<file path="config.mk">
export PLATFORM = sky130hd
export DESIGN_NAME = command_frame_deframer
export DESIGN_NICKNAME = d
export VERILOG_FILES = /design/src/rtl/cfd_pkg.sv /design/src/rtl/cfd_front.sv /design/src/rtl/cfd_queue.sv /design/src/rtl/cfd_back.sv /design/src/rtl/command_frame_deframer.sv
export SDC_FILE = /design/constraint.sdc
export NUM_CORES = 1
export LEC_CHECK = 0
export BUFFER_PORTS_ARGS = -buffer_cell sky130_fd_sc_hd__clkbuf_2
export CAP_MARGIN = 40
export CORE_MARGIN = 2
export CORE_UTILIZATION = 43
export CTS_CLUSTER_DIAMETER = 50
export DETAILED_ROUTE_END_ITERATION = 8
export PLACE_DENSITY = 0.71
export SYNTH_ARGS = -nofsm -noshare
export SYNTH_HDL_FRONTEND = slang
export SYNTH_SLANG_ARGS = --single-unit
</file>
<file path="constraint.sdc">
create_clock -name clk -period 9.8 [get_ports clk]
set_input_delay 0.49 -clock clk [delete_from_list [all_inputs] [get_ports clk]]
set_output_delay 0.49 -clock clk [all_outputs]
set_load 0.05 [all_outputs]
</file>
<file path="src/rtl/cfd_pkg.sv">
// package: shared constants and types for the command frame deframer
`timescale 1ns / 1ps
package cfd_pkg;

  localparam int FRAME_LEN = 8;
  localparam int HELD_W = $clog2(FRAME_LEN);
  localparam logic [HELD_W-1:0] HELD_LAST = HELD_W'(FRAME_LEN - 1);

  localparam logic [7:0] HEADER_RESET = 8'h5A;
  localparam logic [7:0] TAIL_RESET = 8'hA5;

  localparam int QUEUE_DEPTH_DEF = 2;

  localparam logic REG_HEADER = 1'b0;
  localparam logic REG_TAIL = 1'b1;

  typedef struct packed {
    logic [7:0] flag_bits;
    logic signed [15:0] turn_cmd;
    logic signed [15:0] speed_cmd;
  } cmd_t;

endpackage

</file>
<file path="src/rtl/cfd_front.sv">
// front end: byte window, frame check and configuration registers
`timescale 1ns / 1ps
module cfd_front
  import cfd_pkg::*;
(
  input  logic       clk,
  input  logic       rst_n,
  input  logic       cfg_we,
  input  logic       cfg_addr,
  input  logic [7:0] cfg_wdata,
  input  logic       in_tvalid,
  output logic       in_tready,
  input  logic [7:0] in_tdata,
  input  logic       q_full,
  output logic       push,
  output cmd_t       push_cmd
);

  logic [7:0] header_r;
  logic [7:0] tail_r;
  logic [7:0] win_r [FRAME_LEN-1];
  logic [HELD_W-1:0] held_r;
  logic [HELD_W-1:0] held_nxt;
  logic acc;
  logic [7:0] sum;
  logic frame_ok;

  assign in_tready = !q_full;
  assign acc = in_tvalid && in_tready;

  assign sum = win_r[1] + win_r[2] + win_r[3] + win_r[4] + win_r[5];
  assign frame_ok = (win_r[0] == header_r) && (in_tdata == tail_r) && (sum == win_r[6]);

  assign push = acc && (held_r == HELD_LAST) && frame_ok;
  assign push_cmd.speed_cmd = {win_r[2], win_r[1]};
  assign push_cmd.turn_cmd = {win_r[4], win_r[3]};
  assign push_cmd.flag_bits = win_r[5];

  always_comb begin
    held_nxt = held_r;
    if (acc) begin
      if (held_r != HELD_LAST) begin
        held_nxt = held_r + 1'b1;
      end else if (frame_ok) begin
        held_nxt = '0;
      end
    end
  end

  always_ff @(posedge clk) begin
    if (!rst_n) begin
      held_r <= '0;
      header_r <= HEADER_RESET;
      tail_r <= TAIL_RESET;
    end else begin
      held_r <= held_nxt;
      if (cfg_we) begin
        unique case (cfg_addr)
          REG_HEADER: header_r <= cfg_wdata;
          REG_TAIL:   tail_r <= cfg_wdata;
          default:    ;
        endcase
      end
    end
  end

  // window shifts down on a failed full check
  always_ff @(posedge clk) begin
    if (acc) begin
      if (held_r != HELD_LAST) begin
        win_r[held_r] <= in_tdata;
      end else if (!frame_ok) begin
        for (int i = 0; i < FRAME_LEN - 2; i++) begin
          win_r[i] <= win_r[i+1];
        end
        win_r[FRAME_LEN-2] <= in_tdata;
      end
    end
  end

`ifndef SYNTHESIS
  a_held_step: assert property (@(posedge clk) disable iff (!rst_n)
    (acc && held_r != HELD_LAST) |=> held_r == $past(held_r) + 1'b1)
    else $error("held count did not advance");
  a_full_stay: assert property (@(posedge clk) disable iff (!rst_n)
    (acc && held_r == HELD_LAST && !frame_ok) |=> held_r == HELD_LAST)
    else $error("failed frame did not keep window full");
`endif

endmodule

</file>
<file path="src/rtl/cfd_queue.sv">
// result queue between front and back
`timescale 1ns / 1ps
module cfd_queue
  import cfd_pkg::*;
#(
  parameter int DEPTH = QUEUE_DEPTH_DEF
) (
  input  logic clk,
  input  logic rst_n,
  input  logic push,
  input  cmd_t push_cmd,
  output logic full,
  input  logic pop,
  output logic q_valid,
  output cmd_t q_cmd
);

  localparam int PTR_W = $clog2(DEPTH);
  localparam int CNT_W = $clog2(DEPTH + 1);
  localparam logic [PTR_W-1:0] PTR_LAST = PTR_W'(DEPTH - 1);
  localparam logic [CNT_W-1:0] CNT_FULL = CNT_W'(DEPTH);

  cmd_t mem [DEPTH];
  logic [PTR_W-1:0] wr_ptr_r;
  logic [PTR_W-1:0] rd_ptr_r;
  logic [CNT_W-1:0] count_r;
  logic do_pop;

  assign full = (count_r == CNT_FULL);
  assign q_valid = (count_r != '0);
  assign q_cmd = mem[rd_ptr_r];
  assign do_pop = pop && q_valid;

  always_ff @(posedge clk) begin
    if (!rst_n) begin
      wr_ptr_r <= '0;
      rd_ptr_r <= '0;
      count_r <= '0;
    end else begin
      if (push) begin
        wr_ptr_r <= (wr_ptr_r == PTR_LAST) ? '0 : wr_ptr_r + 1'b1;
      end
      if (do_pop) begin
        rd_ptr_r <= (rd_ptr_r == PTR_LAST) ? '0 : rd_ptr_r + 1'b1;
      end
      if (push && !do_pop) begin
        count_r <= count_r + 1'b1;
      end else if (do_pop && !push) begin
        count_r <= count_r - 1'b1;
      end
    end
  end

  always_ff @(posedge clk) begin
    if (push) begin
      mem[wr_ptr_r] <= push_cmd;
    end
  end

`ifndef SYNTHESIS
  a_no_overflow: assert property (@(posedge clk) disable iff (!rst_n)
    !(push && full && !do_pop))
    else $error("push into full queue");
  a_count_range: assert property (@(posedge clk) disable iff (!rst_n)
    count_r <= CNT_FULL)
    else $error("queue count out of range");
`endif

endmodule

</file>
<file path="src/rtl/cfd_back.sv">
// back end: output register feeding the result stream
`timescale 1ns / 1ps
module cfd_back
  import cfd_pkg::*;
(
  input  logic        clk,
  input  logic        rst_n,
  input  logic        q_valid,
  input  cmd_t        q_cmd,
  output logic        pop,
  output logic        out_tvalid,
  input  logic        out_tready,
  output logic [39:0] out_tdata
);

  logic out_valid_r;
  cmd_t out_cmd_r;

  assign pop = q_valid && (!out_valid_r || out_tready);
  assign out_tvalid = out_valid_r;
  assign out_tdata = {out_cmd_r.flag_bits, out_cmd_r.turn_cmd, out_cmd_r.speed_cmd};

  always_ff @(posedge clk) begin
    if (!rst_n) begin
      out_valid_r <= 1'b0;
    end else if (!out_valid_r || out_tready) begin
      out_valid_r <= q_valid;
    end
  end

  always_ff @(posedge clk) begin
    if (pop) begin
      out_cmd_r <= q_cmd;
    end
  end

endmodule

</file>
<file path="src/rtl/command_frame_deframer.sv">
// a good frame's result enters the queue as its tail beat is accepted, then moves to the output register
// throughput: one byte beat per cycle, stalled only while the result queue is full
// a result waits in a queue of QUEUE_DEPTH entries plus one output register
// reset: synchronous active low; clears the held count, queue and output valid,
// and restores header 0x5A and tail 0xA5
`timescale 1ns / 1ps
module command_frame_deframer
  import cfd_pkg::*;
#(
  parameter int QUEUE_DEPTH = QUEUE_DEPTH_DEF
) (
  input  logic        clk,
  input  logic        rst_n,
  input  logic        cfg_we,
  input  logic        cfg_addr,
  input  logic [7:0]  cfg_wdata,
  input  logic        in_tvalid,
  output logic        in_tready,
  input  logic [7:0]  in_tdata,   // rx_byte[7:0]
  output logic        out_tvalid,
  input  logic        out_tready,
  output logic [39:0] out_tdata   // speed_cmd[15:0], turn_cmd[31:16], flag_bits[39:32]
);

  logic push;
  cmd_t push_cmd;
  logic q_full;
  logic q_valid;
  cmd_t q_cmd;
  logic pop;

  cfd_front u_front (
    .clk       (clk),
    .rst_n     (rst_n),
    .cfg_we    (cfg_we),
    .cfg_addr  (cfg_addr),
    .cfg_wdata (cfg_wdata),
    .in_tvalid (in_tvalid),
    .in_tready (in_tready),
    .in_tdata  (in_tdata),
    .q_full    (q_full),
    .push      (push),
    .push_cmd  (push_cmd)
  );

  cfd_queue #(
    .DEPTH (QUEUE_DEPTH)
  ) u_queue (
    .clk      (clk),
    .rst_n    (rst_n),
    .push     (push),
    .push_cmd (push_cmd),
    .full     (q_full),
    .pop      (pop),
    .q_valid  (q_valid),
    .q_cmd    (q_cmd)
  );

  cfd_back u_back (
    .clk        (clk),
    .rst_n      (rst_n),
    .q_valid    (q_valid),
    .q_cmd      (q_cmd),
    .pop        (pop),
    .out_tvalid (out_tvalid),
    .out_tready (out_tready),
    .out_tdata  (out_tdata)
  );

endmodule

</file>
# Word-level counts from Yosys, hierarchy flattened

Memory sizes are Yosys's and may differ from the RTL's. A register that Yosys moved wholly into a read port is not among the register bits.
Index checks and enable logic that the tools add are counted.

Bits of input ports: 22
Memories kept: 2
Bits in writable memories: 136
Register bits: 24

Memory list:

| name          | words | bits a word | rd ports | clocked after Yosys merged registers in | wr ports | line            | text |
|---|---|---|---|---|---|---|---|
| u_queue.mem   | 2     | 40          | 1        | 1                                       | 1        | cfd_queue.sv:23 | `cmd_t mem [DEPTH];` |
| u_front.win_r | 7     | 8           | 7        | 0                                       | 7        | cfd_front.sv:21 | `logic [7:0] win_r [FRAME_LEN-1];` |

$add $sub $neg: 9
Bitwise gates (word level): 1
Mux-type cells: 18
Equal/unequal tests: 6
Reductions and logical operators: 21

Operators by type and width:

| kind                  | number |
|---|---|
| $add A8 B8 Y8         | 4 |
| $eq A8 B8 Y1          | 3 |
| $mux W1               | 12 |
| $logic_and A1 B1 Y1   | 9 |
| $mux W3               | 3 |
| $mux W8               | 1 |
| $reduce_or A8 Y1      | 1 |
| $reduce_and A2 Y1     | 3 |
| $reduce_bool A2 Y1    | 3 |
| $logic_not A1 Y1      | 4 |
| $mux W2               | 2 |
| $add A3 B1 Y3 const B | 1 |
| $eq A3 B3 Y1 const B  | 1 |
| $ne A3 B3 Y1 const B  | 1 |
| $add A1 B1 Y1 const B | 2 |
| $add A2 B1 Y2 const B | 1 |
| $eq A2 B2 Y1 const B  | 1 |
| $sub A2 B1 Y2 const B | 1 |
| $logic_or A1 B1 Y1    | 1 |
| $not A1 Y1            | 1 |

# Longest topological paths before layout

Gate-level depths: netlist of the first run.

Depth in word-level cells: 12
Depth in mapped cells: 17
Depth with buffers taken out: 17

# Hierarchy

From an unflattened synthesis of the first run, not the netlist that was laid out.

Cells, all modules: 510
Area, all modules: 8703.3 um2

By module, submodules not included:

| module    | cells an instance | area an instance (um2) | times used |
|---|---|---|---|
| cfd_front | 320               | 4361.7                 | 1 |
| cfd_queue | 146               | 3093.0                 | 1 |
| cfd_back  | 44                | 1248.7                 | 1 |

# Least setup slack after synthesis of the first run

Ideal clock, no wire load.

Path type: reg-to-reg
From: memory u_front.win_r[2][1]
To: memory u_queue.mem[1][0] (netlist name), enable pin
Slack: 4.650 ns
Required time: 9.399 ns
Cell stages (with the launch flop): 13
Arrival time: 4.749 ns
Path buffers: 0
Clock period less this slack: 5.150 ns
Path through: edfxtp_1 fa_1 fa_1 fa_1 ha_1 inv_1 fa_1 nor2b_1 nor3_1 o21ai_0 xnor3_1 nor4_4 and3_1

RTL lines:

| element     | line |
|---|---|
| from (decl) | cfd_front.sv:21 |
| to (decl)   | cfd_queue.sv:23 |

==> results.md, run 1 <==
- Status: finished clean
- Critical path arrival: 5.23 ns
- Multi-input gate area: 2603 µm²
- Setup crit end kind: flop
- Rows: 51
- Average size of a mapped cell: 16.43 µm²
- Worst-Margin Slew: 0.8244 ns
- Main combinational cell family by area after synthesis: multiplexers
- Max VDD drop: 0.0002172 V
- Overall Power: 2437 µW
- Clock sink total: 200
- Largest net degree at the start of global routing: 49
- Clock buffer depth: 2
- RePlAce Congestion: 0.8453
- Initial Util: 43.81%
- Vias/cell: 4.885
- Util after Layout: 50.22%
- Yosys cell types: 37
- FMAX: 193.4 MHz
- Critical Path Most Common Cell: fa_1
- Static Leak: 0.003438 µW
- XOR/XNOR Fraction of Synth Area: 3.962%
- Mux contribution to synthesized area: 12.74%
- Post-synthesis simple-gate area fraction: 5.092%
- Htree depth: 4
- P&R area growth vs syn: 14.63%
- Fraction of layout cells with a size suffix above 1: 32.45%
- Buf+Inv Stages, Crit Path: 3
- Post-synthesis adder-cell area fraction: 6.310%
- # port buffers: 63
- Die Area: 20970 µm²
- Fin nets: 641
- Worst path max stage delay: 0.59 ns
- Post-Syn Nets: 572
- Post-Syn Area: 8527 µm²
- Vias in the first global route: 4366
- Endpoints failing setup: 0
- Slowest CP cell: fa_1
- Final hold vios: 0
- Max Slew Vio Count: 0
- Fillers: 1606
- Setup crit start kind: flop
- Antenna diodes: 0
- # IOs: 64
- Final ANT Viol Nets: 0
- Worst-Skew Late Latency: 0.43 ns
- Crit path to: u_queue.mem[0][15]
- Crit path from: u_front.win_r[2][1]
- Remaining Overflow, GRT: 0
- Crit path depth: 14
- Cts bufs inserted: 17
- Drt first-iter violations: 274
- Wirelength per Cell: 17.02 µm
- Hold crit path type: in2reg
- Register area: 5767 µm²
- Register area share after synthesis: 67.62%
- GRT Resource Usage Total: 15.14%
- Initial antenna violation count: 0
- DP HPWL: 10.33 mm
- Syn. warnings: 0
- Setup bufs post-CTS: 0
- Tmin final: 5.172 ns
- Cts repair resizes: 0
- Vias: 4230
- Chip width: 144.8 µm
- 1st-pass router iterations: 4
- Die H: 144.8 µm
- CP required: 9.86 ns
- R2r startpoint: u_front.win_r[2][1]
- DRT Wirelength: 14.74 mm
- Core area: 19460 µm²
- Final period util: 52.77%
- FF+latch count, synth: 200
- Cell Pwr Density: 249.3 nW/µm²
- Delay-heaviest family, CP: adder cells
- CTS tree: done
- Clk_skew: 0.01228 ns
- Synth Instances: 519
- Critical path fanouts, max: 40
- Global-route wire length before repair: 23.65 mm
- Setup TNS: 0 ns
- R2R depth: 14
- Hold_buf cts: 0
- FF-to-FF setup slack: 4.63 ns
- Worst R2R End: u_queue.mem[0][15]
- WS Path Type: reg2reg
- Unrepaired setup endpoints after global routing: false
- Rel. slew slack: 45.04%
- DRC: 0
- Root Buffer: clkbuf_16
- CP cell instances: fa_1, fa_1, fa_1, ha_1, inv_1, fa_1, nor2b_1, nor3_1, o21ai_0, xnor3_1, nor4_4, nand3_1, inv_1, buf_4
- Clk pin slew, worst setup/hold paths: 0.07 ns
- Max-cap violation count: 0
- Synth Area in Compound Gates: 2.274%
## logic make-up (layout without fill, tap and decap cells)
| family | after synthesis | count (layout) |
|---|---|---|
| flops | 200 | 200 |
| mux | 90 | 90 |
| simple gates | 90 | 90 |
| buf+inv | 39 | 121 |
| xor+xnor | 37 | 37 |
| compound gates | 32 | 32 |
| fa+ha+maj | 31 | 31 |
## metal layers
layer | global-route usage [%] | vias to the layer above | part of all wire (%)
met2 | 24.18 | 90 | 48
met4 | 5.161 | 0 | 1.8
met3 | 3.488 | 18 | 4.1
met5 | 0 | - | 0
met1 | 20.54 | 2093 | 46
li1 | - | 2029 | -
## worst min path at each step
stage	depth (start not counted)	startpoint	to	slack, ns
final	3	cfg_wdata[3]	u_front.header_r[3]	0.29
after global routing	3	cfg_wdata[0]	u_front.tail_r[0]	0.29
after CTS	3	cfg_wdata[3]	u_front.header_r[3]	0.27
after detailed placement	2	u_front.tail_r[1]	u_front.tail_r[1]	0.47
after global placement	2	u_front.tail_r[4]	u_front.tail_r[4]	0.47
after floorplan	2	u_front.header_r[0]	u_front.header_r[0]	0.45
## cell type report
class / instances / share of cell area, %
inverters: 16 / 0.6144
repair buffers: 73 / 4.199
well taps: 265 / 3.392
multi-input cells: 280 / 26.63
clock buffers: 19 / 4.429
flip-flops and latches: 200 / 59.00
clock inverters: 13 / 1.741
## cell usage in the layout, fill, tap and decap left out, types with 3 or more instances in the layout
cell	instances
clkinvlp_4	4
inv_1	16
clkbuf_16	17
xnor2_1	26
nand3_1	12
ha_1	11
nand4_1	4
a21oi_1	21
nor2b_1	6
nor2_1	6
bufinv_16	3
nand2_1	45
dfxtp_1	23
mux2_4	20
clkbuf_2	63
buf_4	7
mux2_2	68
fa_1	20
xor2_1	10
o21ai_0	5
edfxtp_1	176
nor3_1	3
## power by group
group | internal (µW) | total (µW) | switching [µW]
combinational | 194 | 635 | 440
clock | 405 | 708 | 303
sequential | 1050 | 1090 | 41.0
total | 1650 | 2440 | 784
## stage by stage
stage	cell area [µm²]	hold slack, ns	instances	worst slack, ns
after global placement	9114	0.4679	829	4.827
after global routing	9774	0.2861	866	4.251
after detailed placement	9171	0.4689	834	4.667
after CTS	9774	0.2741	866	4.578
final	9774	0.2884	866	4.628
after floorplan	8527	0.4488	519	4.650
## flip-flops by register name, indices dropped and copies added (netlist names)
| register | flops |
|---|---|
| u_back.out_tdata | 40 |
| u_back.out_tvalid | 1 |
| u_front.header_r | 8 |
| u_front.held_r | 3 |
| u_front.tail_r | 8 |
| u_front.win_r | 56 |
| u_queue.count_r | 2 |
| u_queue.mem | 80 |
| u_queue.rd_ptr_r | 1 |
| u_queue.wr_ptr_r | 1 |
## synth_stat cells
| master | count | area share [%] |
|---|---|---|
| nand2_1 | 45 | 2.0 |
| fa_1 | 20 | 4.7 |
| mux2i_1 | 2 | 0.23 |
| o41ai_4 | 1 | 0.32 |
| nor4_4 | 1 | 0.25 |
| xnor2_1 | 26 | 2.7 |
| a21oi_1 | 21 | 1.2 |
| buf_1 | 1 | 0.044 |
| xnor3_1 | 1 | 0.26 |
| ha_1 | 11 | 1.6 |
| o22ai_1 | 1 | 0.073 |
| nor2b_1 | 6 | 0.44 |
| xor2_1 | 10 | 1.0 |
| nand4_1 | 4 | 0.29 |
| nor2_1 | 7 | 0.31 |
| nand2b_1 | 2 | 0.15 |
| nor4_1 | 1 | 0.073 |
| o21ai_0 | 5 | 0.29 |
| a211oi_1 | 1 | 0.088 |
| buf_2 | 2 | 0.12 |
| nor3_1 | 3 | 0.18 |
| buf_6 | 3 | 0.40 |
| nand3b_1 | 1 | 0.088 |
| a21o_1 | 2 | 0.18 |
| or3_1 | 2 | 0.15 |
| dfxtp_1 | 24 | 5.6 |
| clkbuf_1 | 17 | 0.75 |
| nand3_1 | 12 | 0.70 |
| inv_1 | 16 | 0.70 |
| nor2b_2 | 1 | 0.10 |
| and2b_1 | 1 | 0.088 |
| mux2_4 | 20 | 3.5 |
| o211ai_1 | 1 | 0.088 |
| and3_1 | 2 | 0.15 |
| and2_1 | 2 | 0.15 |
| mux2_2 | 68 | 9.0 |
| edfxtp_1 | 176 | 62 |
## tightest hold or removal path, cell delays in order
cell      delay [ns]
clkbuf_2        0.09
nand2_1         0.04
nand3_1         0.06
Note: power is estimated with default switching activity, not from simulation.
==> run 2: changes to the inputs <==
Settings changed: ABC_AREA from default to 1.
Clock period 9.8 ns to 4.8 ns, I/O delays scaled along.
==> results.md, run 2 <==
- Status: finished clean
- Buf+Inv Stages, Crit Path: 5
- Worst path max stage delay: 0.61 ns
- Synth Instances: 783
- 1st-pass router iterations: 5
- Cts bufs inserted: 17
- Fraction of layout cells with a size suffix above 1: 17.73%
- Final ANT Viol Nets: 0
- Average size of a mapped cell: 11.28 µm²
- Setup crit start kind: flop
- Root Buffer: clkbuf_16
- FF-to-FF setup slack: 0.11 ns
- Slowest CP cell: fa_1
- # port buffers: 63
- WS Path Type: reg2reg
- Syn. warnings: 0
- Max VDD drop: 0.0002889 V
- Post-synth top area share: 59.86%
- Ys async rst share: 0%
- Wirelength per Cell: 16.17 µm
- Critical path arrival: 4.85 ns
- Fin nets: 921
- DRT Wirelength: 18.60 mm
- Vias/cell: 5.057
- P&R area growth vs syn: 17.84%
- Htree depth: 4
- Global-route wire length before repair: 27.53 mm
- Cell Pwr Density: 498.7 nW/µm²
- RePlAce Congestion: 0.8873
- Sw Share: 37.73%
- Sw Pwr: 1958 µW
- Initial Util: 43.78%
- Combinational power share: 30.5%
- Most frequent cells in the layout: 263 x nand2_1, 176 x edfxtp_1, 69 x inv_1, 63 x clkbuf_2, 46 x nand3_1
- Final period util: 97.80%
- Die Area: 21700 µm²
- Final hold slack: 0.02239 ns
- Sequential share of power: 44.1%
- Most frequent cell after synthesis: nand2_1
- FMAX: 213.0 MHz
- Hold crit path type: in2reg
- Critical Path Most Common Cell: fa_1
- Max Slew Vio Count: 0
- Pint: 3231 µW
- Tmin final: 4.694 ns
- Hold_buf cts: 0
- Clock power frac: 25.4%
- Most frequent cells after synthesis: 266 x nand2_1, 176 x edfxtp_1, 70 x inv_1, 46 x nand3_1, 36 x nor2_1
- Post-DP Area: 9499 µm²
- Setup crit end kind: flop
- Finished Cell Area: 10410 µm²
- Most common cell after layout, fill and taps aside: nand2_1
- Most used DFF post-synth: edfxtp_1
- Dominant cells by area after synthesis: edfxtp_1 60%, nand2_1 11%, dfxtp_1 5.4%
- Chip width: 147.3 µm
- GRT Resource Usage Total: 16.54%
- Pre-CTS setup slack: 0.1637 ns
- Antenna diodes: 0
- Vias: 5816
- Clk pin slew, worst setup/hold paths: 0.07 ns
- Clock buffer depth: 2
- Worst setup slack after layout: 0.1058 ns
- Unrepaired setup endpoints after global routing: true
- CP cell instances: fa_1, fa_1, fa_1, ha_2, inv_2, fa_1, inv_1, nand2_1, nand2_2, nor2_2, nand3_1, nor2_1, nand3_1, nor2_1, nand3_1, nor2_1, nand4_1, buf_6, nor2_4, buf_12, clkbuf_16
- Vias in the first global route: 5272
- Final hold vios: 0
- Initial antenna violation count: 0
- Overall Power: 5189 µW
- # IOs: 64
- Critical path fanouts, max: 8
- Rel. slew slack: 55.39%
- Static Leak: 0.004238 µW
- Post-Syn Area: 8830 µm²
- Largest net degree at the start of global routing: 44
- Max-cap violation count: 0
- Endpoints failing setup: 0
- Rows: 52
- Area leader, netlist: edfxtp_1
- Biggest register: u_queue.mem
- Post-Syn Nets: 836
- DP HPWL: 11.94 mm
- Die H: 147.3 µm
- Register area share after synthesis: 65.30%
- Fillers: 1737
- Yosys cell types: 37
- Remaining Overflow, GRT: 0
- Largest register FFs: 80
- FF+latch count, synth: 200
- Clk_skew: 0.01130 ns
- Worst-Skew Late Latency: 0.44 ns
- Worst-Margin Slew: 0.6666 ns
- Util after Layout: 51.59%
- Delay-heaviest family, CP: adder cells
- DRC: 0
- CP required: 4.95 ns
- CTS tree: done
- Number of synthesized flops with an enable pin: 176
- Clock sink total: 200
- Drt first-iter violations: 551
- Core area: 20170 µm²
-- run 2: cell count changes after synthesis, moves of 6 or more --
| cell | delta |
|---|---|
| inv_1 | +54 |
| mux2_2 | -68 |
| mux2_4 | -20 |
| nand2_1 | +221 |
| nand3_1 | +34 |
| nand3_2 | +10 |
| nor2_1 | +29 |
| nor2b_1 | -6 |
| o21ai_0 | +21 |
| xnor2_1 | -17 |
| xor2_1 | -8 |
-- run 2: path summary, 6_finish.rpt --
check,startpoint,end,cells past startpoint
worst max-delay path,u_front.win_r[4][1],u_queue.mem[0][26],21
worst min-delay path,cfg_wdata[5],u_front.tail_r[5],3
worst max register to register,u_front.win_r[4][1],u_queue.mem[0][26],21
worst min register to register,u_front.tail_r[6],u_front.tail_r[6],2
-- run 2: layer usage --
layer / track usage (%) / part of all wire [%] / vias to the layer above
met5: 0 / 0 / -
met4: 4.856 / 2.0 / 0
met3: 3.975 / 7.4 / 34
met2: 27.15 / 49 / 231
met1: 22.07 / 42 / 2763
li1: - / - / 2788
-- run 2: logic make-up after synthesis --
group,Yosys count,share of synthesized area (%)
simple gates,377,18.19
flops,200,65.30
buf+inv,104,5.044
compound gates,59,4.010
fa+ha+maj,31,6.093
xor+xnor,12,1.360
-- run 2: worst reg2reg max path: cells and delay by family, from the launching register on --
kind / cells / cell delay, ns
adder cells (fa/ha/maj): 5 / 2.33
buffers and inverters: 5 / 0.62
flip-flops: 1 / 0.47
AND/OR/NAND/NOR: 11 / 0.99
-- run 2: power by group through the flow --
stage	clock (µW)	sequential [µW]	combinational, µW
finish	1320	2290	1580
global route	1400	2310	1720
CTS	1330	2290	1580
detailed placement	0	2330	1580
global placement	0	2330	1550
floorplan	0	2930	601
-- run 2: through the flow --
step | instances | TNS (ns)
after CTS | 1132 | 0
after detailed placement | 1101 | 0
after global routing | 1150 | -5.537
final | 1150 | 0
after global placement | 1100 | 0
after floorplan | 783 | -12.85
-- run 2: cell type report --
class / count / area, µm² / share of cell area (%)
timing repair buffer: 96 / 828.3 / 7.961
clock buffer: 22 / 444.2 / 4.269
inverter: 74 / 277.8 / 2.670
multi-input combinational: 479 / 2666 / 25.63
clock inverter: 9 / 85.08 / 0.8177
sequential: 200 / 5766 / 55.41
tap: 270 / 337.8 / 3.247
-- run 2: timing repair --
| item | in CTS | in global routing |
|---|---|---|
| buffers inserted | 0 | 4 |
| resized for setup | 0 | 17 |
| setup endpoints to repair | 0 | 173 |
==> run 3: changes to the inputs <==
Settings changed: CORE_UTILIZATION 43 to 30, PLACE_DENSITY 0.71 to 0.56.
==> results.md, run 3 (synthesis results as in run 2) <==
- Status: finished clean
- Setup crit end kind: flop
- Max Slew Vio Count: 0
- Worst hold stages: 3
- RePlAce Congestion: 0.8480
- M1 wire length: 9.016 mm
- Pint: 3334 µW
- Remaining Overflow, GRT: 0
- Endpoints failing setup: 0
- Overall Power: 5422 µW
- Sequential share of power: 42.2%
- Vias in the first global route: 5306
- P&R area growth vs syn: 20.35%
- Post-DP Area: 9704 µm²
- Most common cell after layout, fill and taps aside: nand2_1
- Fraction of layout cells with a size suffix above 1: 18.89%
- Hold crit path type: in2reg
- Tmin final: 4.770 ns
- CP cell instances: fa_1, fa_1, fa_1, ha_2, inv_2, fa_1, inv_1, nand2_2, nand2_2, nor2_2, nand3_1, nor2_1, nand3_1, nor2_1, nand3_1, nor2_1, nand4_1, buf_4, nor2_4, buf_12, clkbuf_16
- Combinational power share: 29.6%
- Fin nets: 924
- DR WL met2: 8.992 mm
- Root Buffer: clkbuf_16
- R2R depth: 21
- Top sig layer: met4
- Most frequent cells in the layout: 264 x nand2_1, 176 x edfxtp_1, 68 x inv_1, 63 x clkbuf_2, 46 x nand3_1
- Wire length on met3: 815 µm
- Rows: 62
- Unrepaired setup endpoints after global routing: true
- # port buffers: 63
- # IOs: 64
- Final period util: 99.37%
- Critical Path Most Common Cell: fa_1
- Global-route wire length before repair: 29.14 mm
- Crit path depth: 21
- Clock sink total: 200
- Htree depth: 4
- Worst-Skew Late Latency: 0.45 ns
- Worst setup slack after layout: 0.03004 ns
- WS Path Type: reg2reg
- Buf+Inv Stages, Crit Path: 5
- Clock power frac: 28.2%
- Slowest CP cell: fa_1
- Rel. slew slack: 48.96%
- Die H: 175.6 µm
- DRT Wirelength: 19.01 mm
- Static Leak: 0.004289 µW
- Finished Cell Area: 10630 µm²
- CTS tree: done
- Setup TNS: 0 ns
- Sw Share: 38.51%
- DRC: 0
- GRT Resource Usage Total: 12.52%
- Final hold vios: 0
- Max-cap violation count: 0
- Clock buffer depth: 2
- Largest register FFs: 80
- Initial antenna violation count: 0
- Initial Util: 30.60%
- Critical path fanouts, max: 8
- Worst path max stage delay: 0.59 ns
- Die Area: 30820 µm²
- Wirelength per Cell: 14.99 µm
- DP HPWL: 12.99 mm
- Pre-CTS setup slack: 0.1172 ns
- Final ANT Viol Nets: 0
- Cts bufs inserted: 17
- CP required: 4.97 ns
- Antenna diodes: 0
- Cell Pwr Density: 510.2 nW/µm²
- Vias: 5574
- FMAX: 209.6 MHz
- Biggest register: u_queue.mem
- Final hold slack: 0.01287 ns
- Worst-Margin Slew: 0.7628 ns
- Critical path arrival: 4.94 ns
- 1st-pass router iterations: 4
- Setup crit start kind: flop
- Clk_skew: 0.01168 ns
- Sw Pwr: 2088 µW
- Max VDD drop: 0.0002401 V
- Clk pin slew, worst setup/hold paths: 0.08 ns
- Delay-heaviest family, CP: adder cells
- Largest net degree at the start of global routing: 44
- Drt first-iter violations: 361
- Chip width: 175.6 µm
- Core area: 28860 µm²
- Vias/cell: 4.396
## run 3: tightest hold or removal path: stages
cell and delay [ns]:
clkbuf_2 0.08, nand2_1 0.04, nand3_1 0.06
## run 3: timing repair
action | in CTS | in global routing
gates resized for setup | 0 | 14
hold buffers | 1 | 0
buffers inserted | 0 | 9
endpoints found under the setup margin | 0 | 186
hold endpoints to repair | 1 | 0
## run 3: final cells by class
cell class | instances | area (µm²)
Clock buffer | 17 | 425.4
Clock inverter | 15 | 212.7
Fill cell | 2861 | 18230
Inverter | 74 | 277.8
Multi-Input combinational cell | 479 | 2675
Sequential cell | 200 | 5766
Tap cell | 384 | 480.5
Timing Repair Buffer | 99 | 789.5
## run 3: worst paths after layout
path                            start  slack, ns                   to
setup / recovery  u_front.win_r[4][1]       0.03   u_queue.mem[0][35]
hold / removal           cfg_wdata[6]       0.01  u_front.header_r[6]
setup reg to reg  u_front.win_r[4][1]       0.03   u_queue.mem[0][35]
hold reg to reg     u_front.tail_r[4]       0.48    u_front.tail_r[4]
## run 3: metal layers
layer	track usage (%)	vias up
met4	3.581	0
li1	-	2790
met3	2.814	14
met5	0	-
met2	19.69	126
met1	17.40	2644
## run 3: metrics by stage
| stage | instances | utilization (%) |
|---|---|---|
| final | 1268 | 36.82 |
| after CTS | 1253 | 35.87 |
| after floorplan | 783 | - |
| after detailed placement | 1220 | 33.63 |
| after global routing | 1268 | 36.82 |
| after global placement | 1219 | 33.53 |
## run 3: power groups by stage
stage / sequential (µW) / clock (µW) / combinational (µW)
after floorplan: 2930 / 0 / 601
after global placement: 2330 / 0 / 1570
after detailed placement: 2330 / 0 / 1600
after CTS: 2300 / 1570 / 1610
after global routing: 2320 / 1630 / 1750
final: 2290 / 1530 / 1600
